### src/design/selective_repeat_sender_defines.svh
`ifndef SELECTIVE_REPEAT_SENDER_DEFINES_SVH
`define SELECTIVE_REPEAT_SENDER_DEFINES_SVH

// Same-cycle implication, held off while reset is low.
`define SRS_ASSERT_IMP(lbl, clk, rstn, ante, cons) \
  lbl: assert property (@(posedge clk) disable iff (!rstn) (ante) |-> (cons)) \
    else $error("same-cycle check failed");

// Next-cycle implication, held off while reset is low.
`define SRS_ASSERT_NEXT(lbl, clk, rstn, ante, cons) \
  lbl: assert property (@(posedge clk) disable iff (!rstn) (ante) |=> (cons)) \
    else $error("next-cycle check failed");

`endif

### src/design/srs_pkg.sv
package srs_pkg;

  // SLOTS must be a power of two that divides 2^SEQ_BITS.
  localparam int SLOTS        = 8;
  localparam int SEQ_BITS     = 16;
  localparam int PAYLOAD_BITS = 64;

  localparam int SLOT_W   = $clog2(SLOTS);
  localparam int CNT_W    = SEQ_BITS + 1;
  localparam int OP_W     = 2;
  localparam int SEQ_IO_W = 16;
  localparam int PAY_IO_W = 64;
  localparam int WIN_W    = 4;
  localparam int ACT_W    = 2;
  localparam int OUTC_W   = 2;

  localparam logic [WIN_W-1:0] WINDOW_RESET = WIN_W'(4);

  localparam logic [OP_W-1:0] OP_SEND    = 2'd0;
  localparam logic [OP_W-1:0] OP_ACK     = 2'd1;
  localparam logic [OP_W-1:0] OP_TIMEOUT = 2'd2;

  localparam logic [ACT_W-1:0] TMR_NONE    = 2'd0;
  localparam logic [ACT_W-1:0] TMR_START   = 2'd1;
  localparam logic [ACT_W-1:0] TMR_STOP    = 2'd2;
  localparam logic [ACT_W-1:0] TMR_RESTART = 2'd3;

  localparam logic [OUTC_W-1:0] ACK_NONE    = 2'd0;
  localparam logic [OUTC_W-1:0] ACK_SLID    = 2'd1;
  localparam logic [OUTC_W-1:0] ACK_MARKED  = 2'd2;
  localparam logic [OUTC_W-1:0] ACK_IGNORED = 2'd3;

  typedef enum logic [1:0] {
    KIND_PLAIN,
    KIND_SLIDE,
    KIND_READ
  } srs_kind_e;

  typedef struct packed {
    logic capture;
    logic resolve;
    logic load_tx;
    logic slide;
    logic slide_end;
    logic emit;
  } srs_cmd_t;

  typedef struct packed {
    srs_kind_e kind;
    logic      slide_more;
    logic      emit_ok;
  } srs_sts_t;

  typedef struct packed {
    logic                    accepted;
    logic                    tx_valid;
    logic [SEQ_BITS-1:0]     tx_seq;
    logic [PAYLOAD_BITS-1:0] tx_payload;
    logic [ACT_W-1:0]        timer_action;
    logic [SEQ_BITS-1:0]     timer_seq;
    logic [OUTC_W-1:0]       ack_outcome;
  } srs_res_t;

  function automatic logic [SLOT_W-1:0] slot_of(input logic [SEQ_BITS-1:0] s);
    return s[SLOT_W-1:0];
  endfunction

endpackage

### src/design/srs_in_if.sv
interface srs_in_if import srs_pkg::*; ();
  logic                valid;
  logic                ready;
  logic [OP_W-1:0]     op;
  logic [PAY_IO_W-1:0] payload_word;
  logic [SEQ_IO_W-1:0] seq_num;
  logic                ack_intact;

  modport source (output valid, op, payload_word, seq_num, ack_intact, input ready);
  modport sink (input valid, op, payload_word, seq_num, ack_intact, output ready);
endinterface

### src/design/srs_out_if.sv
interface srs_out_if import srs_pkg::*; ();
  logic                valid;
  logic                ready;
  logic                accepted;
  logic                tx_valid;
  logic [SEQ_IO_W-1:0] tx_seq;
  logic [PAY_IO_W-1:0] tx_payload;
  logic [ACT_W-1:0]    timer_action;
  logic [SEQ_IO_W-1:0] timer_seq;
  logic [OUTC_W-1:0]   ack_outcome;
  logic                window_full;

  modport source (output valid, accepted, tx_valid, tx_seq, tx_payload, timer_action,
                  timer_seq, ack_outcome, window_full, input ready);
  modport sink (input valid, accepted, tx_valid, tx_seq, tx_payload, timer_action,
                timer_seq, ack_outcome, window_full, output ready);
endinterface

### src/design/srs_cfg_if.sv
interface srs_cfg_if import srs_pkg::*; ();
  logic             valid;
  logic             ready;
  logic [WIN_W-1:0] window_size;

  modport source (output valid, window_size, input ready);
  modport sink (input valid, window_size, output ready);
endinterface

### src/design/srs_ram.sv
module srs_ram #(
  parameter int WIDTH = 8,
  parameter int DEPTH = 8
) (
  input  logic                     clk_i,
  input  logic                     we_i,
  input  logic [$clog2(DEPTH)-1:0] waddr_i,
  input  logic [WIDTH-1:0]         wdata_i,
  input  logic [$clog2(DEPTH)-1:0] raddr_i,
  output logic [WIDTH-1:0]         rdata_o
);

  logic [WIDTH-1:0] mem_q [DEPTH];

  always_ff @(posedge clk_i) begin
    if (we_i) begin
      mem_q[waddr_i] <= wdata_i;
    end
    rdata_o <= mem_q[raddr_i];
  end

endmodule

### src/design/srs_ctrl.sv
`include "selective_repeat_sender_defines.svh"

module srs_ctrl import srs_pkg::*; (
  input  logic     clk_i,
  input  logic     rst_ni,
  input  logic     in_valid_i,
  output logic     in_ready_o,
  input  srs_sts_t sts_i,
  output srs_cmd_t cmd_o
);

  localparam logic [2:0] S_IDLE   = 3'd0;
  localparam logic [2:0] S_EXEC   = 3'd1;
  localparam logic [2:0] S_RDWAIT = 3'd2;
  localparam logic [2:0] S_SLIDE  = 3'd3;
  localparam logic [2:0] S_EMIT   = 3'd4;

  logic [2:0] state_q, state_d;

  assign in_ready_o = (state_q == S_IDLE);

  always_comb begin
    cmd_o   = '0;
    state_d = state_q;
    unique case (state_q)
      S_IDLE: begin
        if (in_valid_i) begin
          cmd_o.capture = 1'b1;
          state_d       = S_EXEC;
        end
      end
      S_EXEC: begin
        cmd_o.resolve = 1'b1;
        case (sts_i.kind)
          KIND_SLIDE: state_d = S_SLIDE;
          KIND_READ:  state_d = S_RDWAIT;
          default:    state_d = S_EMIT;
        endcase
      end
      S_RDWAIT: begin
        cmd_o.load_tx = 1'b1;
        state_d       = S_EMIT;
      end
      S_SLIDE: begin
        // advance base one slot a cycle while the slot at base is acknowledged
        if (sts_i.slide_more) begin
          cmd_o.slide = 1'b1;
        end else begin
          cmd_o.slide_end = 1'b1;
          state_d         = S_EMIT;
        end
      end
      S_EMIT: begin
        if (sts_i.emit_ok) begin
          cmd_o.emit = 1'b1;
          state_d    = S_IDLE;
        end
      end
      default: state_d = S_IDLE;
    endcase
  end

  always_ff @(posedge clk_i or negedge rst_ni) begin
    if (!rst_ni) begin
      state_q <= S_IDLE;
    end else begin
      state_q <= state_d;
    end
  end

  `SRS_ASSERT_NEXT(a_accept_to_exec, clk_i, rst_ni, in_valid_i && in_ready_o, state_q == S_EXEC)
  `SRS_ASSERT_IMP(a_emit_only_when_free, clk_i, rst_ni, cmd_o.emit, sts_i.emit_ok)

endmodule

### src/design/srs_datapath.sv
`include "selective_repeat_sender_defines.svh"

module srs_datapath import srs_pkg::*; (
  input  logic                clk_i,
  input  logic                rst_ni,
  input  srs_cmd_t            cmd_i,
  output srs_sts_t            sts_o,
  input  logic [OP_W-1:0]     in_op_i,
  input  logic [PAY_IO_W-1:0] in_payload_word_i,
  input  logic [SEQ_IO_W-1:0] in_seq_num_i,
  input  logic                in_ack_intact_i,
  input  logic                cfg_valid_i,
  input  logic [WIN_W-1:0]    cfg_window_size_i,
  input  logic                out_ready_i,
  output logic                out_valid_o,
  output logic                out_accepted_o,
  output logic                out_tx_valid_o,
  output logic [SEQ_IO_W-1:0] out_tx_seq_o,
  output logic [PAY_IO_W-1:0] out_tx_payload_o,
  output logic [ACT_W-1:0]    out_timer_action_o,
  output logic [SEQ_IO_W-1:0] out_timer_seq_o,
  output logic [OUTC_W-1:0]   out_ack_outcome_o,
  output logic                out_window_full_o
);

  // control state
  logic [WIN_W-1:0]    window_size_q;
  logic [SEQ_BITS-1:0] base_q, base_d;
  logic [SEQ_BITS-1:0] next_q, next_d;
  logic                full_q, full_d;
  logic [SLOTS-1:0]    marks_q, marks_d;
  logic                out_valid_q, out_valid_d;

  // captured item and results
  logic [OP_W-1:0]         op_q;
  logic [PAYLOAD_BITS-1:0] pay_q;
  logic [SEQ_BITS-1:0]     seq_q;
  logic                    intact_q;
  srs_res_t                res_q, res_d;
  srs_res_t                out_res_q;
  logic                    out_full_q;

  logic [PAYLOAD_BITS-1:0] ram_rdata;
  logic                    ram_we;

  logic [CNT_W-1:0]    win;
  logic [SEQ_BITS-1:0] outstanding;
  logic [CNT_W-1:0]    os_ext;
  logic [SEQ_BITS-1:0] ack_dist;
  logic                send_ok;
  logic                ack_in_win;
  srs_kind_e           kind_sel;

  always_comb begin
    if (window_size_q == '0) begin
      win = CNT_W'(1);
    end else if (CNT_W'(window_size_q) > CNT_W'(SLOTS)) begin
      win = CNT_W'(SLOTS);
    end else begin
      win = CNT_W'(window_size_q);
    end
  end

  assign outstanding = next_q - base_q;
  assign os_ext      = {1'b0, outstanding};
  assign ack_dist    = seq_q - base_q;
  assign send_ok     = !full_q && (os_ext < win);
  assign ack_in_win  = intact_q && (ack_dist < outstanding);

  always_comb begin
    if (op_q == OP_ACK && ack_in_win && ack_dist == '0) begin
      kind_sel = KIND_SLIDE;
    end else if (op_q == OP_TIMEOUT) begin
      kind_sel = KIND_READ;
    end else begin
      kind_sel = KIND_PLAIN;
    end
  end
  assign sts_o.kind       = kind_sel;
  assign sts_o.slide_more = (base_q != next_q) && marks_q[slot_of(base_q)];
  assign sts_o.emit_ok    = !out_valid_q || out_ready_i;

  always_comb begin
    base_d      = base_q;
    next_d      = next_q;
    full_d      = full_q;
    marks_d     = marks_q;
    res_d       = res_q;
    ram_we      = 1'b0;
    out_valid_d = out_valid_q;
    if (cmd_i.resolve) begin
      res_d = '0;
      unique case (op_q)
        OP_SEND: begin
          if (send_ok) begin
            ram_we                  = 1'b1;
            marks_d[slot_of(next_q)] = 1'b0;
            res_d.accepted          = 1'b1;
            res_d.tx_valid          = 1'b1;
            res_d.tx_seq            = next_q;
            res_d.tx_payload        = pay_q;
            res_d.timer_action      = TMR_START;
            res_d.timer_seq         = next_q;
            next_d                  = next_q + 1'b1;
            if (os_ext + CNT_W'(1) == win) begin
              full_d = 1'b1;
            end
          end
        end
        OP_ACK: begin
          res_d.ack_outcome = ACK_IGNORED;
          if (ack_in_win) begin
            if (ack_dist == '0) begin
              marks_d[slot_of(base_q)] = 1'b1;
              res_d.timer_action       = TMR_STOP;
              res_d.timer_seq          = seq_q;
              res_d.ack_outcome        = ACK_SLID;
            end else if (!marks_q[slot_of(seq_q)]) begin
              marks_d[slot_of(seq_q)] = 1'b1;
              res_d.timer_action      = TMR_STOP;
              res_d.timer_seq         = seq_q;
              res_d.ack_outcome       = ACK_MARKED;
            end
          end
        end
        OP_TIMEOUT: begin
          res_d.tx_valid     = 1'b1;
          res_d.tx_seq       = seq_q;
          res_d.timer_action = TMR_RESTART;
          res_d.timer_seq    = seq_q;
        end
        default: begin
        end
      endcase
    end
    if (cmd_i.load_tx) begin
      res_d.tx_payload = ram_rdata;
    end
    if (cmd_i.slide) begin
      marks_d[slot_of(base_q)] = 1'b0;
      base_d                   = base_q + 1'b1;
    end
    if (cmd_i.slide_end) begin
      full_d = 1'b0;
    end
    if (cmd_i.emit) begin
      out_valid_d = 1'b1;
    end else if (out_ready_i) begin
      out_valid_d = 1'b0;
    end
  end

  always_ff @(posedge clk_i or negedge rst_ni) begin
    if (!rst_ni) begin
      window_size_q <= WINDOW_RESET;
      base_q        <= '0;
      next_q        <= '0;
      full_q        <= 1'b0;
      marks_q       <= '0;
      out_valid_q   <= 1'b0;
    end else begin
      if (cfg_valid_i) begin
        window_size_q <= cfg_window_size_i;
      end
      base_q      <= base_d;
      next_q      <= next_d;
      full_q      <= full_d;
      marks_q     <= marks_d;
      out_valid_q <= out_valid_d;
    end
  end

  always_ff @(posedge clk_i) begin
    if (cmd_i.capture) begin
      op_q     <= in_op_i;
      pay_q    <= PAYLOAD_BITS'(in_payload_word_i);
      seq_q    <= SEQ_BITS'(in_seq_num_i);
      intact_q <= in_ack_intact_i;
    end
    res_q <= res_d;
    if (cmd_i.emit) begin
      out_res_q  <= res_q;
      out_full_q <= full_q;
    end
  end

  // store read address follows the captured sequence; read data is registered and lands in the next cycle
  srs_ram #(
    .WIDTH (PAYLOAD_BITS),
    .DEPTH (SLOTS)
  ) u_store (
    .clk_i   (clk_i),
    .we_i    (ram_we),
    .waddr_i (slot_of(next_q)),
    .wdata_i (pay_q),
    .raddr_i (slot_of(seq_q)),
    .rdata_o (ram_rdata)
  );

  assign out_valid_o        = out_valid_q;
  assign out_accepted_o     = out_res_q.accepted;
  assign out_tx_valid_o     = out_res_q.tx_valid;
  assign out_tx_seq_o       = SEQ_IO_W'(out_res_q.tx_seq);
  assign out_tx_payload_o   = PAY_IO_W'(out_res_q.tx_payload);
  assign out_timer_action_o = out_res_q.timer_action;
  assign out_timer_seq_o    = SEQ_IO_W'(out_res_q.timer_seq);
  assign out_ack_outcome_o  = out_res_q.ack_outcome;
  assign out_window_full_o  = out_full_q;

  // the full mark drops only at the end of the slide, after the base may have caught up
  `SRS_ASSERT_IMP(a_outstanding_bound, clk_i, rst_ni, 1'b1, os_ext <= CNT_W'(SLOTS))
  `SRS_ASSERT_IMP(a_full_has_outstanding, clk_i, rst_ni, full_q && !cmd_i.slide_end, outstanding != '0)
  `SRS_ASSERT_IMP(a_slide_within_window, clk_i, rst_ni, cmd_i.slide, base_q != next_q)

endmodule

### src/design/selective_repeat_sender.sv
// Sequence: an item is captured, resolved and then emitted into the result register;
//   a timeout also waits for the packet store read, and an ack that slides the base
//   runs the slide loop before the emit, one slot per cycle.
// Items are handled one at a time: the next item is taken once the last is emitted,
//   also while its result waits; emit stalls while the result register is not drained.
// Reset: asynchronous, active low; clears base, next, full mark and acked marks,
//   loads window_size with 4. The packet store is not cleared.
`include "selective_repeat_sender_defines.svh"

module selective_repeat_sender import srs_pkg::*; (
  input logic      clk_i,
  input logic      rst_ni,
  srs_in_if.sink   in_ch,
  srs_out_if.source out_ch,
  srs_cfg_if.sink  cfg_ch
);

  srs_cmd_t cmd;
  srs_sts_t sts;

  // register writes are always taken
  assign cfg_ch.ready = 1'b1;

  srs_ctrl u_ctrl (
    .clk_i      (clk_i),
    .rst_ni     (rst_ni),
    .in_valid_i (in_ch.valid),
    .in_ready_o (in_ch.ready),
    .sts_i      (sts),
    .cmd_o      (cmd)
  );

  srs_datapath u_datapath (
    .clk_i              (clk_i),
    .rst_ni             (rst_ni),
    .cmd_i              (cmd),
    .sts_o              (sts),
    .in_op_i            (in_ch.op),
    .in_payload_word_i  (in_ch.payload_word),
    .in_seq_num_i       (in_ch.seq_num),
    .in_ack_intact_i    (in_ch.ack_intact),
    .cfg_valid_i        (cfg_ch.valid),
    .cfg_window_size_i  (cfg_ch.window_size),
    .out_ready_i        (out_ch.ready),
    .out_valid_o        (out_ch.valid),
    .out_accepted_o     (out_ch.accepted),
    .out_tx_valid_o     (out_ch.tx_valid),
    .out_tx_seq_o       (out_ch.tx_seq),
    .out_tx_payload_o   (out_ch.tx_payload),
    .out_timer_action_o (out_ch.timer_action),
    .out_timer_seq_o    (out_ch.timer_seq),
    .out_ack_outcome_o  (out_ch.ack_outcome),
    .out_window_full_o  (out_ch.window_full)
  );

  `SRS_ASSERT_NEXT(a_send_result_next, clk_i, rst_ni, cmd.emit, out_ch.valid)

endmodule
### src/flat_wrapper.sv
// flat-port wrapper written by rule: the top's interface ports become plain ports
module selective_repeat_sender_flat import srs_pkg::*;
  (clk_i, rst_ni, in_ch_valid, in_ch_op, in_ch_payload_word, in_ch_seq_num, in_ch_ack_intact, in_ch_ready, out_ch_valid, out_ch_accepted, out_ch_tx_valid, out_ch_tx_seq, out_ch_tx_payload, out_ch_timer_action, out_ch_timer_seq, out_ch_ack_outcome, out_ch_window_full, out_ch_ready, cfg_ch_valid, cfg_ch_window_size, cfg_ch_ready);
  srs_in_if in_ch_i ();
  srs_out_if out_ch_i ();
  srs_cfg_if cfg_ch_i ();
  input logic clk_i;
  input logic rst_ni;
  input wire logic [$bits(in_ch_i.valid)-1:0] in_ch_valid;
  input wire logic [$bits(in_ch_i.op)-1:0] in_ch_op;
  input wire logic [$bits(in_ch_i.payload_word)-1:0] in_ch_payload_word;
  input wire logic [$bits(in_ch_i.seq_num)-1:0] in_ch_seq_num;
  input wire logic [$bits(in_ch_i.ack_intact)-1:0] in_ch_ack_intact;
  output wire logic [$bits(in_ch_i.ready)-1:0] in_ch_ready;
  output wire logic [$bits(out_ch_i.valid)-1:0] out_ch_valid;
  output wire logic [$bits(out_ch_i.accepted)-1:0] out_ch_accepted;
  output wire logic [$bits(out_ch_i.tx_valid)-1:0] out_ch_tx_valid;
  output wire logic [$bits(out_ch_i.tx_seq)-1:0] out_ch_tx_seq;
  output wire logic [$bits(out_ch_i.tx_payload)-1:0] out_ch_tx_payload;
  output wire logic [$bits(out_ch_i.timer_action)-1:0] out_ch_timer_action;
  output wire logic [$bits(out_ch_i.timer_seq)-1:0] out_ch_timer_seq;
  output wire logic [$bits(out_ch_i.ack_outcome)-1:0] out_ch_ack_outcome;
  output wire logic [$bits(out_ch_i.window_full)-1:0] out_ch_window_full;
  input wire logic [$bits(out_ch_i.ready)-1:0] out_ch_ready;
  input wire logic [$bits(cfg_ch_i.valid)-1:0] cfg_ch_valid;
  input wire logic [$bits(cfg_ch_i.window_size)-1:0] cfg_ch_window_size;
  output wire logic [$bits(cfg_ch_i.ready)-1:0] cfg_ch_ready;
  assign in_ch_i.valid = in_ch_valid;
  assign in_ch_i.op = in_ch_op;
  assign in_ch_i.payload_word = in_ch_payload_word;
  assign in_ch_i.seq_num = in_ch_seq_num;
  assign in_ch_i.ack_intact = in_ch_ack_intact;
  assign in_ch_ready = in_ch_i.ready;
  assign out_ch_valid = out_ch_i.valid;
  assign out_ch_accepted = out_ch_i.accepted;
  assign out_ch_tx_valid = out_ch_i.tx_valid;
  assign out_ch_tx_seq = out_ch_i.tx_seq;
  assign out_ch_tx_payload = out_ch_i.tx_payload;
  assign out_ch_timer_action = out_ch_i.timer_action;
  assign out_ch_timer_seq = out_ch_i.timer_seq;
  assign out_ch_ack_outcome = out_ch_i.ack_outcome;
  assign out_ch_window_full = out_ch_i.window_full;
  assign out_ch_i.ready = out_ch_ready;
  assign cfg_ch_i.valid = cfg_ch_valid;
  assign cfg_ch_i.window_size = cfg_ch_window_size;
  assign cfg_ch_ready = cfg_ch_i.ready;
  selective_repeat_sender u_core (.clk_i(clk_i), .rst_ni(rst_ni), .in_ch(in_ch_i), .out_ch(out_ch_i), .cfg_ch(cfg_ch_i));
endmodule
### config.mk
export PLATFORM = sky130hd
export DESIGN_NAME = selective_repeat_sender_flat
export DESIGN_NICKNAME = d
export VERILOG_FILES = /design/src/design/srs_pkg.sv /design/src/design/srs_in_if.sv /design/src/design/srs_out_if.sv /design/src/design/srs_cfg_if.sv /design/src/design/srs_ram.sv /design/src/design/srs_ctrl.sv /design/src/design/srs_datapath.sv /design/src/design/selective_repeat_sender.sv /design/src/flat_wrapper.sv
export VERILOG_INCLUDE_DIRS = /design/src /design/src/design
export SDC_FILE = /design/constraint.sdc
export NUM_CORES = 1
export LEC_CHECK = 0
export BUFFER_PORTS_ARGS = -buffer_cell sky130_fd_sc_hd__buf_2
export CORE_MARGIN = 3
export CORE_UTILIZATION = 35
export CTS_CLUSTER_DIAMETER = 50
export CTS_CLUSTER_SIZE = 8
export DETAILED_ROUTE_END_ITERATION = 12
export REMOVE_ABC_BUFFERS = 1
export SYNTH_ARGS = -nofsm -noshare
export SYNTH_HDL_FRONTEND = slang
export SYNTH_SLANG_ARGS = --single-unit
### constraint.sdc
create_clock -name clk_i -period 10.2 [get_ports clk_i]
set_input_delay 3.06 -clock clk_i [delete_from_list [all_inputs] [get_ports clk_i]]
set_output_delay 3.06 -clock clk_i [all_outputs]
set_load 0.01 [all_outputs]
==> flow_summary.json, run 1 <==
{
  "status": "finished, final reports clean",
  "path_clk_slew_ns": 0.05,
  "area_growth_pct": 19.4,
  "place_ws_ns": 4.37,
  "setup_violations": 0,
  "postCtsSetupBuffers": 0,
  "ant_nets": 0,
  "wire_per_inst_um": 23.8,
  "ys_warn_count": 0,
  "grt_antenna_before_repair": 3,
  "max_freq_ghz": 0.174,
  "worst_pin_slew_ns": 1.20,
  "die_area_um2": 101000,
  "grt_pass1_vias": 20069,
  "cts_max_level": 4,
  "grt_start_max_net_pins": 67,
  "rsz0062_at_grt": "no",
  "crit_type": "flip-flop to flip-flop",
  "avgSynthCellArea_um2": 17.0,
  "crit_arrival_ns": 6.10,
  "hpwl_um": 47500,
  "fp.coreArea_um2": 95600,
  "post-route-util": 0.424,
  "synth-compound-area-share": 0.111,
  "gr-total-overflow": 0,
  "power.density_nw_per_um2": 267,
  "synth_fa_ha_area_frac": 0.0196,
  "final_hold_viol_count": 0,
  "async_reset_ff_frac": 0.0537,
  "required_ns": 10.55,
  "final_nets": 2403,
  "fill_cells": 8478,
  "hold_class": "flip-flop to flip-flop",
  "ys_types": 72,
  "synth_xor_area_frac": 0.0129,
  "grt_usage": 0.167,
  "slew_violations": 0,
  "cts_tree": "built",
  "viasPerCell": 5.37,
  "peakVddDrop_mv": 0.154,
  "post-route-min-period_ns": 5.75,
  "muxShareOfSynthArea": 0.00597,
  "io_pins": 198,
  "ys_seq_area_frac": 0.781,
  "p_leak_uw": 0.0140,
  "cp-start-kind": "flip-flop",
  "diodes": 0,
  "place_congestion": 0.862,
  "skew_ns": 0.0511,
  "vias": 19420,
  "layout-drive-gt1-share": 0.180,
  "cts_hold_buf": 0,
  "grt_pass1_wl_um": 129000,
  "core.rowCount": 113,
  "totalWireLength_um": 86100,
  "syn_area_um2": 34000,
  "ys_seq_elements": 913,
  "max-clock-path-buffers": 3,
  "portBuffers": 196,
  "clock_latency_ns": 0.74,
  "numClockSinks": 913,
  "synth_ff_type": "edfxtp_1",
  "syn-instance-count": 1995,
  "dieWidth_um": 318,
  "finalPower_uw": 10800,
  "crit_path_end_kind": "flip-flop",
  "first_pass_iters": 5,
  "drc_errors": 0,
  "cts-root-buf": "clkbuf_16",
  "ctsResizeCount": 0,
  "drtIter0Drc": 1782,
  "final.setup.tns_ns": 0,
  "worst_slack_ns": 4.45,
  "dieHeight_um": 318,
  "dp.cells": 3386,
  "synth_edf_count": 800,
  "synth_top_family_by_area": "compound AO/OA/AOI/OAI gates",
  "crit_fanout": 36,
  "fin_cells": 3615,
  "drv_cap": 0,
  "max_slew_margin": 0.202,
  "numCtsBuffers": 136,
  "synthSimpleGateAreaFrac": 0.0525,
  "start_util": 0.355,
  "period_share": 0.563
}
flip-flops by register name, summed over array words and instances, names as in the netlist, 16 cells and up:
signal                              flops
u_core.u_datapath.base_q               16
u_core.u_datapath.next_q               16
u_core.u_datapath.out_timer_seq_o      16
u_core.u_datapath.out_tx_payload_o     64
u_core.u_datapath.out_tx_seq_o         16
u_core.u_datapath.pay_q                64
u_core.u_datapath.res_q               102
u_core.u_datapath.seq_q                16
u_core.u_datapath.u_store.mem_q       512
u_core.u_datapath.u_store.rdata_o      64
cells in the final DEF, fill, tap and decap left out, types with 10 or more instances in the layout:
master / Yosys / final
a22oi_1: 261 / 261
nand2_1: 54 / 54
buf_4: 6 / 22
clkbuf_16: 0 / 137
nand4_1: 76 / 76
ha_1: 50 / 50
edfxtp_1: 800 / 800
o21ai_0: 24 / 22
nor3_1: 20 / 14
a21oi_1: 31 / 31
nand3_1: 27 / 27
nor2_1: 53 / 52
dfxtp_1: 64 / 64
xor2_1: 14 / 14
a21o_1: 34 / 34
a22o_1: 82 / 82
nand2b_1: 12 / 12
dfrtp_1: 48 / 48
inv_1: 40 / 38
clkbuf_1: 62 / 69
and3_1: 16 / 10
xnor2_1: 36 / 36
and2_1: 12 / 10
buf_2: 9 / 196
area by class of cell:
type	instances	area [µm²]	area share
sequential	913	26500	0.655
multi-input combinational	948	6980	0.172
clock inverter	23	450	0.0111
clock buffer	206	3690	0.0910
timing repair buffer	218	1150	0.0283
inverter	42	163	0.00401
tap	1265	1580	0.0390
metal layers:
metal / global-route usage / up-vias / wire, µm
li1: - / 8599 / -
met1: 0.226 / 9971 / 38000
met2: 0.272 / 710 / 41200
met3: 0.0333 / 140 / 5090
met4: 0.0566 / 0 / 1850
met5: 0 / - / 0
cells by family after synthesis:
kind of cell | count (synthesis)
AO/OA/AOI/OAI | 502
adder cells (fa/ha/maj) | 52
AND/OR/NAND/NOR | 326
flip-flops | 913
buffers and inverters | 134
XOR/XNOR | 50
multiplexers | 17
other | 1
path summary, 6_finish.rpt:
check                                       startpoint                                endpoint  slack [ns]  cells past startpoint
hold / removal              u_core.u_datapath.res_q[2]    u_core.u_datapath.out_timer_seq_o[0]        0.41                      0
max in group asynchronous                       rst_ni             u_core.u_datapath.next_q[6]        7.24                      2
hold reg to reg             u_core.u_datapath.res_q[2]    u_core.u_datapath.out_timer_seq_o[0]        0.41                      0
setup / recovery           u_core.u_datapath.base_q[1]  u_core.u_datapath.u_store.mem_q[6][25]        4.45                     16
setup reg to reg           u_core.u_datapath.base_q[1]  u_core.u_datapath.u_store.mem_q[6][25]        4.45                     16
min in group asynchronous                       rst_ni            u_core.u_datapath.next_q[13]        2.48                      2
where the power goes:
part | leakage, µW | switching, µW | internal (µW)
Clock | 0.00196 | 1640 | 2570
Sequential | 0.00852 | 306 | 4790
Combinational | 0.00347 | 1010 | 492
per-stage QoR:
step | hold WS (ns) | instance area [µm²]
2_1_floorplan | 0.400 | 33600
3_3_place_gp | 0.403 | 36400
3_5_place_dp | 0.405 | 36400
4_1_cts | 0.410 | 40500
5_1_grt | 0.421 | 40500
6_report | 0.414 | 40500
cell usage after synthesis (5+ instances only):
| library cell | number | area (µm²) |
|---|---|---|
| a211oi_1 | 6 | 45.0 |
| a21o_1 | 34 | 255 |
| a21oi_1 | 31 | 155 |
| a22o_1 | 82 | 718 |
| a22oi_1 | 261 | 1960 |
| a31oi_1 | 7 | 43.8 |
| and2_1 | 12 | 75.1 |
| and3_1 | 16 | 100 |
| buf_1 | 13 | 48.8 |
| buf_2 | 9 | 45.0 |
| buf_4 | 6 | 45.0 |
| clkbuf_1 | 62 | 233 |
| dfrtp_1 | 48 | 1200 |
| dfxtp_1 | 64 | 1280 |
| edfxtp_1 | 800 | 24000 |
| ha_1 | 50 | 626 |
| inv_1 | 40 | 150 |
| mux2_2 | 6 | 67.6 |
| mux2i_1 | 9 | 90.1 |
| nand2_1 | 54 | 203 |
| nand2b_1 | 12 | 75.1 |
| nand3_1 | 27 | 135 |
| nand4_1 | 76 | 475 |
| nor2_1 | 53 | 199 |
| nor2b_1 | 10 | 62.6 |
| nor3_1 | 20 | 100 |
| nor4_1 | 9 | 56.3 |
| o211ai_1 | 6 | 45.0 |
| o21a_1 | 8 | 60.1 |
| o21ai_0 | 24 | 120 |
| o31ai_1 | 5 | 37.5 |
| or2_2 | 7 | 43.8 |
| or3_1 | 5 | 31.3 |
| xnor2_1 | 36 | 315 |
| xor2_1 | 14 | 123 |
critical path: stages (launching register included):
cell,delay [ns]
dfrtp_1,0.60
inv_1,0.26
ha_1,0.36
nor2b_1,0.24
o21a_1,0.14
nor2_1,0.04
xnor2_1,0.43
ha_1,0.35
o211ai_1,0.08
and3_1,0.22
and3_1,0.17
nand3_1,0.09
and3b_1,0.88
nand2_1,0.23
nor3_2,0.21
buf_4,0.45
buf_4,0.59
Power figures use the tool's default switching activity.
==> run 2, diff against run 1 <==
==> constraint.sdc (replaced) <==
create_clock -name clk_i -period 4.75 [get_ports clk_i]
set_input_delay 1.425 -clock clk_i [delete_from_list [all_inputs] [get_ports clk_i]]
set_output_delay 1.425 -clock clk_i [all_outputs]
set_load 0.01 [all_outputs]
==> run 2 against run 1 <==
Compared with the run above: count of clock-buffer cells in the layout grew 11; clock skew decreased by 0.024 ns; via count is 1.8% higher; routed wire length up 3.3%; highest routed layer unchanged; critical endpoint is now u_core.u_datapath.res_q[7]; core utilization increased by 0.76 points; register-to-register slack worse by 4.2 ns; cell count increased by 1.6%; largest cell class unchanged.
==> flow_summary.json, run 2 (synthesis gave the netlist of run 1 again) <==
{
  "hold_end": "u_core.u_datapath.out_tx_seq_o[0]",
  "max_slew_margin": 0.125,
  "dieWidth_um": 318,
  "die_area_um2": 101000,
  "cts-root-buf": "clkbuf_16",
  "viasPerCell": 5.38,
  "min-delay-start": "u_core.u_datapath.res_q[84]",
  "largest_reg_flops": 512,
  "layout-drive-gt1-share": 0.198,
  "grt_start_max_net_pins": 67,
  "post-route-min-period_ns": 4.52,
  "largest_register": "u_core.u_datapath.u_store.mem_q",
  "hold_class": "flip-flop to flip-flop",
  "drtIter0Drc": 1846,
  "worstReg2RegEnd": "u_core.u_datapath.res_q[7]",
  "wire_per_inst_um": 24.2,
  "power.density_nw_per_um2": 571,
  "portBuffers": 196,
  "final.setup.tns_ns": 0,
  "diodes": 0,
  "final_cell_mix": "800 x edfxtp_1, 261 x a22oi_1, 196 x buf_2, 139 x clkbuf_16, 82 x a22o_1",
  "totalWireLength_um": 89000,
  "grt_pass1_wl_um": 132000,
  "core.rowCount": 113,
  "final_nets": 2452,
  "area_growth_pct": 21.5,
  "numCtsBuffers": 138,
  "period_share": 0.952,
  "first_pass_iters": 5,
  "crit_arrival_ns": 5.09,
  "worst_path_max_delay_cell": "fa_1",
  "drv_cap": 0,
  "p_leak_uw": 0.0143,
  "post-route-util": 0.432,
  "place_ws_ns": 0.237,
  "grt_antenna_before_repair": 1,
  "vias": 19774,
  "status": "finished, final reports clean",
  "finalPower_uw": 23600,
  "cts_tree": "built",
  "crit_fanout": 4,
  "worst_pin_slew_ns": 1.31,
  "rsz0062_at_grt": "no",
  "dieHeight_um": 318,
  "fp.coreArea_um2": 95600,
  "ff2ff_path_depth": 18,
  "cp-start-kind": "flip-flop",
  "final_common_cell": "edfxtp_1",
  "numClockSinks": 913,
  "r2r_start": "u_core.u_datapath.next_q[0]",
  "cp_cell_sequence": "inv_1 > ha_1 > inv_1 > fa_1 > a21o_1 > a221oi_1 > buf_4 > o211a_1 > nor2_1 > xnor2_1 > ha_1 > and4_1 > nand2_1 > nand4b_1 > or2_2 > o22ai_4 > o211a_2 > a21o_1",
  "max-clock-path-buffers": 3,
  "io_pins": 198,
  "worst_slack_ns": 0.228,
  "startpoint": "u_core.u_datapath.next_q[0]",
  "largest_registers": "u_core.u_datapath.u_store.mem_q x512, u_core.u_datapath.res_q x102",
  "max_freq_ghz": 0.221,
  "start_util": 0.355,
  "grt_pass1_vias": 20473,
  "drc_errors": 0,
  "final_hold_viol_count": 0,
  "crit_type": "flip-flop to flip-flop",
  "required_ns": 5.32,
  "peakVddDrop_mv": 0.303,
  "ant_nets": 0,
  "setup_violations": 0,
  "skew_ns": 0.0274,
  "grt_usage": 0.172,
  "path_clk_slew_ns": 0.05,
  "hold_depth": 0,
  "place_congestion": 0.871,
  "hpwl_um": 50800,
  "r2r_slack_ns": 0.23,
  "cts_max_level": 4,
  "whs_ns": 0.412,
  "gr-total-overflow": 0,
  "max_stage_delay_ns": 0.40,
  "crit_path_end_kind": "flip-flop",
  "slew_violations": 0,
  "clock_latency_ns": 0.71
}
[run 2: power breakdown]
part | leakage, µW | internal, µW | switching, µW | total (µW)
Clock | 0.00200 | 5670 | 3490 | 9160
Sequential | 0.00852 | 10300 | 614 | 10900
Combinational | 0.00378 | 1170 | 2340 | 3520
[run 2: timing repair]
| action | in CTS | in global routing |
|---|---|---|
| buffers inserted | 0 | 0 |
| setup endpoints to repair | 0 | 17 |
| gates resized for setup | 0 | 6 |
| hold buffers | 0 | 0 |
[run 2: worst max path at each step]
stage                                            endpoint  slack, ns  cells after the start
global route                   u_core.u_datapath.res_q[7]       0.03                     18
floorplan           u_core.u_datapath.u_store.mem_q[1][0]      -3.46                     11
finish                         u_core.u_datapath.res_q[7]       0.23                     18
CTS                            u_core.u_datapath.res_q[2]       0.19                     18
detailed placement            u_core.u_datapath.res_q[16]       0.24                     16
global placement              u_core.u_datapath.res_q[19]       0.28                     16
[run 2: final cells by class]
type,count,area (µm²)
Timing Repair Buffer,263,1750
Tap cell,1265,1580
Sequential cell,913,26500
Fill cell,8441,54300
Multi-Input combinational cell,950,7030
Clock inverter,23,415
Clock buffer,217,3790
Inverter,42,163
[run 2: worst max-delay path: cells and delay by family (launching register included)]
family,cells,cell delay [ns]
DFF,1,0.37
and+or+nand+nor,5,0.96
buffers and inverters,3,0.38
AOI/OAI and AO/OA,6,1.51
adders and majority gates,3,0.90
xor gates and xnor gates,1,0.28
[run 2: through the flow]
stage,std cells,instance area (µm²)
CTS,3671,41200
global route,3673,41300
floorplan,1903,33600
global placement,3431,37000
detailed placement,3431,37000
finish,3673,41300
[run 2: layer usage]
metal / wire length [µm] / global-route usage / vias to the layer above
met5: 0 / 0 / -
met4: 2110 / 0.0588 / 0
met2: 41900 / 0.274 / 850
met3: 6560 / 0.0372 / 144
met1: 38400 / 0.234 / 10058
li1: - / - / 8722
==> run 3, diff against run 2 <==
--- a/config.mk
+++ b/config.mk
@@ -6,13 +6,14 @@
 export SDC_FILE = /design/constraint.sdc
 export NUM_CORES = 1
 export LEC_CHECK = 0
-export BUFFER_PORTS_ARGS = -buffer_cell sky130_fd_sc_hd__buf_2
+export BUFFER_PORTS_ARGS = -buffer_cell sky130_fd_sc_hd__buf_4
 export CORE_MARGIN = 3
 export CORE_UTILIZATION = 35
 export CTS_CLUSTER_DIAMETER = 50
 export CTS_CLUSTER_SIZE = 8
 export DETAILED_ROUTE_END_ITERATION = 12
 export REMOVE_ABC_BUFFERS = 1
+export SKIP_LAST_GASP = 1
 export SYNTH_ARGS = -nofsm -noshare
 export SYNTH_HDL_FRONTEND = slang
 export SYNTH_SLANG_ARGS = --single-unit
==> run 3 against run 2 <==
Compared with the run above: register-to-register slack improved by 0.08 ns; combinational power increased by 2%; clock skew increased by 0.012 ns; count of clock-buffer cells in the layout unchanged; routed wire length decreased by 1.3%; fmax increased by 1.8%; non-clock buffer count decreased by 6; die area unchanged; flip-flop and latch count unchanged; core utilization increased by 0.43 points; setup slack improved by 0.078 ns; critical path type unchanged; largest cell class unchanged; largest power group unchanged; highest routed layer unchanged.
==> flow_summary.json, run 3 (synthesis gave the netlist of run 1 again) <==
{
  "crit_fanout": 4,
  "final_nets": 2447,
  "topRoutingLayerUsed": "met4",
  "min-delay-start": "u_core.u_datapath.res_q[19]",
  "wire_per_inst_um": 23.9,
  "worst_slack_ns": 0.306,
  "numCtsBuffers": 139,
  "max-clock-path-buffers": 3,
  "crit_arrival_ns": 5.04,
  "clock_power_share": 0.388,
  "final_cell_mix": "800 x edfxtp_1, 261 x a22oi_1, 240 x buf_4, 140 x clkbuf_16, 82 x a22o_1",
  "cp-start-kind": "flip-flop",
  "start_util": 0.355,
  "power.switching_uw": 6450,
  "setup_violations": 0,
  "slew_violations": 0,
  "drc_errors": 0,
  "hpwl_um": 49800,
  "wl_met2_um": 42100,
  "dieWidth_um": 318,
  "worst_pin_slew_ns": 1.19,
  "hold_class": "flip-flop to flip-flop",
  "p_leak_uw": 0.0144,
  "max_slew_margin": 0.201,
  "r2r_start": "u_core.u_datapath.next_q[0]",
  "crit_path_end_kind": "flip-flop",
  "totalWireLength_um": 87900,
  "grt_pass1_wl_um": 130000,
  "numClockSinks": 913,
  "path_clk_slew_ns": 0.06,
  "layout-drive-gt1-share": 0.196,
  "wl_met3_um": 5880,
  "largest_registers": "u_core.u_datapath.u_store.mem_q x512, u_core.u_datapath.res_q x102",
  "swShare": 0.272,
  "io_pins": 198,
  "area_growth_pct": 22.7,
  "cts_max_level": 4,
  "gr-total-overflow": 0,
  "final.setup.tns_ns": 0,
  "power.density_nw_per_um2": 569,
  "p_comb_frac": 0.152,
  "ff2ff_path_depth": 19,
  "drv_cap": 0,
  "ant_nets": 0,
  "rsz0062_at_grt": "no",
  "cts_tree": "built",
  "power.internal_uw": 17300,
  "first_pass_iters": 5,
  "dp.cells": 3424,
  "whs_ns": 0.409,
  "die_area_um2": 101000,
  "required_ns": 5.35,
  "place_ws_ns": 0.255,
  "vias": 19821,
  "grt_usage": 0.169,
  "fp.coreArea_um2": 95600,
  "portBuffers": 196,
  "grt_pass1_vias": 20431,
  "drtIter0Drc": 1869,
  "final_common_cell": "edfxtp_1",
  "period_share": 0.936,
  "post-route-min-period_ns": 4.44,
  "worstReg2RegEnd": "u_core.u_ctrl.state_q[2]",
  "max_freq_ghz": 0.225,
  "skew_ns": 0.0393,
  "grt_antenna_before_repair": 2,
  "fin_cells": 3671,
  "dieHeight_um": 318,
  "crit_type": "flip-flop to flip-flop",
  "met1_length_um": 37500,
  "largest_reg_flops": 512,
  "place_congestion": 0.901,
  "core.rowCount": 113,
  "clock_latency_ns": 0.72,
  "viasPerCell": 5.40,
  "peakVddDrop_mv": 0.336,
  "status": "finished, final reports clean",
  "hold_end": "u_core.u_datapath.out_timer_action_o[1]",
  "r2r_slack_ns": 0.31,
  "final_hold_viol_count": 0,
  "grt_start_max_net_pins": 66,
  "seqPwrFrac": 0.460,
  "cts-root-buf": "clkbuf_16",
  "largest_register": "u_core.u_datapath.u_store.mem_q",
  "hold_depth": 0
}
==> run 3: changes by cell type in the layout (fill, tap and decap cells not counted), sizes merged <==
| cell | previous run | this run |
|---|---|---|
| clkinv | 17 | 19 |
| buf | 263 | 257 |
| diode | 0 | 2 |
==> run 3: repair_timing <==
action	4_1_cts	5_1_grt
hold buffers	0	0
endpoints found under the setup margin	0	18
gates resized for setup	0	6
setup buffers	0	1
==> run 3: how the worst max path moves through the flow <==
stage,start,end,slack (ns),depth (start not counted)
after floorplan,u_core.u_datapath.base_q[1],u_core.u_datapath.u_store.mem_q[1][0],-3.46,11
after global routing,u_core.u_datapath.base_q[2],u_core.u_datapath.marks_q[6],0.008,19
final,u_core.u_datapath.next_q[0],u_core.u_ctrl.state_q[2],0.31,19
after global placement,u_core.u_datapath.next_q[0],u_core.u_datapath.res_q[19],0.34,18
after detailed placement,u_core.u_datapath.next_q[0],u_core.u_datapath.res_q[10],0.26,18
after CTS,u_core.u_datapath.next_q[0],u_core.u_datapath.res_q[3],0.21,18
==> run 3: metrics by stage <==
| stage | util | area [µm²] | power, µW |
|---|---|---|---|
| after floorplan | - | 33600 | 12800 |
| after global placement | 0.391 | 37400 | 14500 |
| after detailed placement | 0.391 | 37400 | 14600 |
| after CTS | 0.435 | 41600 | 23900 |
| after global routing | 0.436 | 41700 | 24700 |
| final | 0.436 | 41700 | 23700 |
==> run 3: cell type report <==
| cell class | instances | area (µm²) |
|---|---|---|
| diodes | 2 | 5.00 |
| clock buffers | 217 | 3800 |
| clock inverters | 25 | 420 |
| fillers | 8409 | 53900 |
| inverters | 42 | 163 |
| multi-input cells | 950 | 7030 |
| flip-flops and latches | 913 | 26500 |
| well taps | 1265 | 1580 |
| repair buffers | 257 | 2140 |
==> run 3: routing by layer <==
layer	global-route usage	vias up
li1	-	8708
met1	0.225	10108
met2	0.276	853
met3	0.0335	152
met4	0.0631	0
met5	0	-
==> run 3: power by group through the flow <==
stage               sequential [µW]  clock (µW)  combinational [µW]
floorplan                     11000           0                1870
global placement              11000           0                3520
detailed placement            11100           0                3550
CTS                           10900        9380                3570
global route                  11000        9740                3910
finish                        10900        9210                3600
==> run 3: worst max-delay path: stages, from the launching register on <==
cell,delay (ns)
dfrtp_1,0.36
inv_1,0.16
ha_1,0.20
inv_1,0.05
fa_1,0.40
a21o_1,0.21
a221oi_1,0.30
buf_4,0.19
o211a_1,0.20
nor2_1,0.07
xnor2_1,0.28
ha_1,0.29
and4_1,0.21
nand2_1,0.07
nand4b_1,0.17
or2_2,0.36
o22ai_4,0.30
buf_4,0.18
nand3_1,0.10
a21o_1,0.22
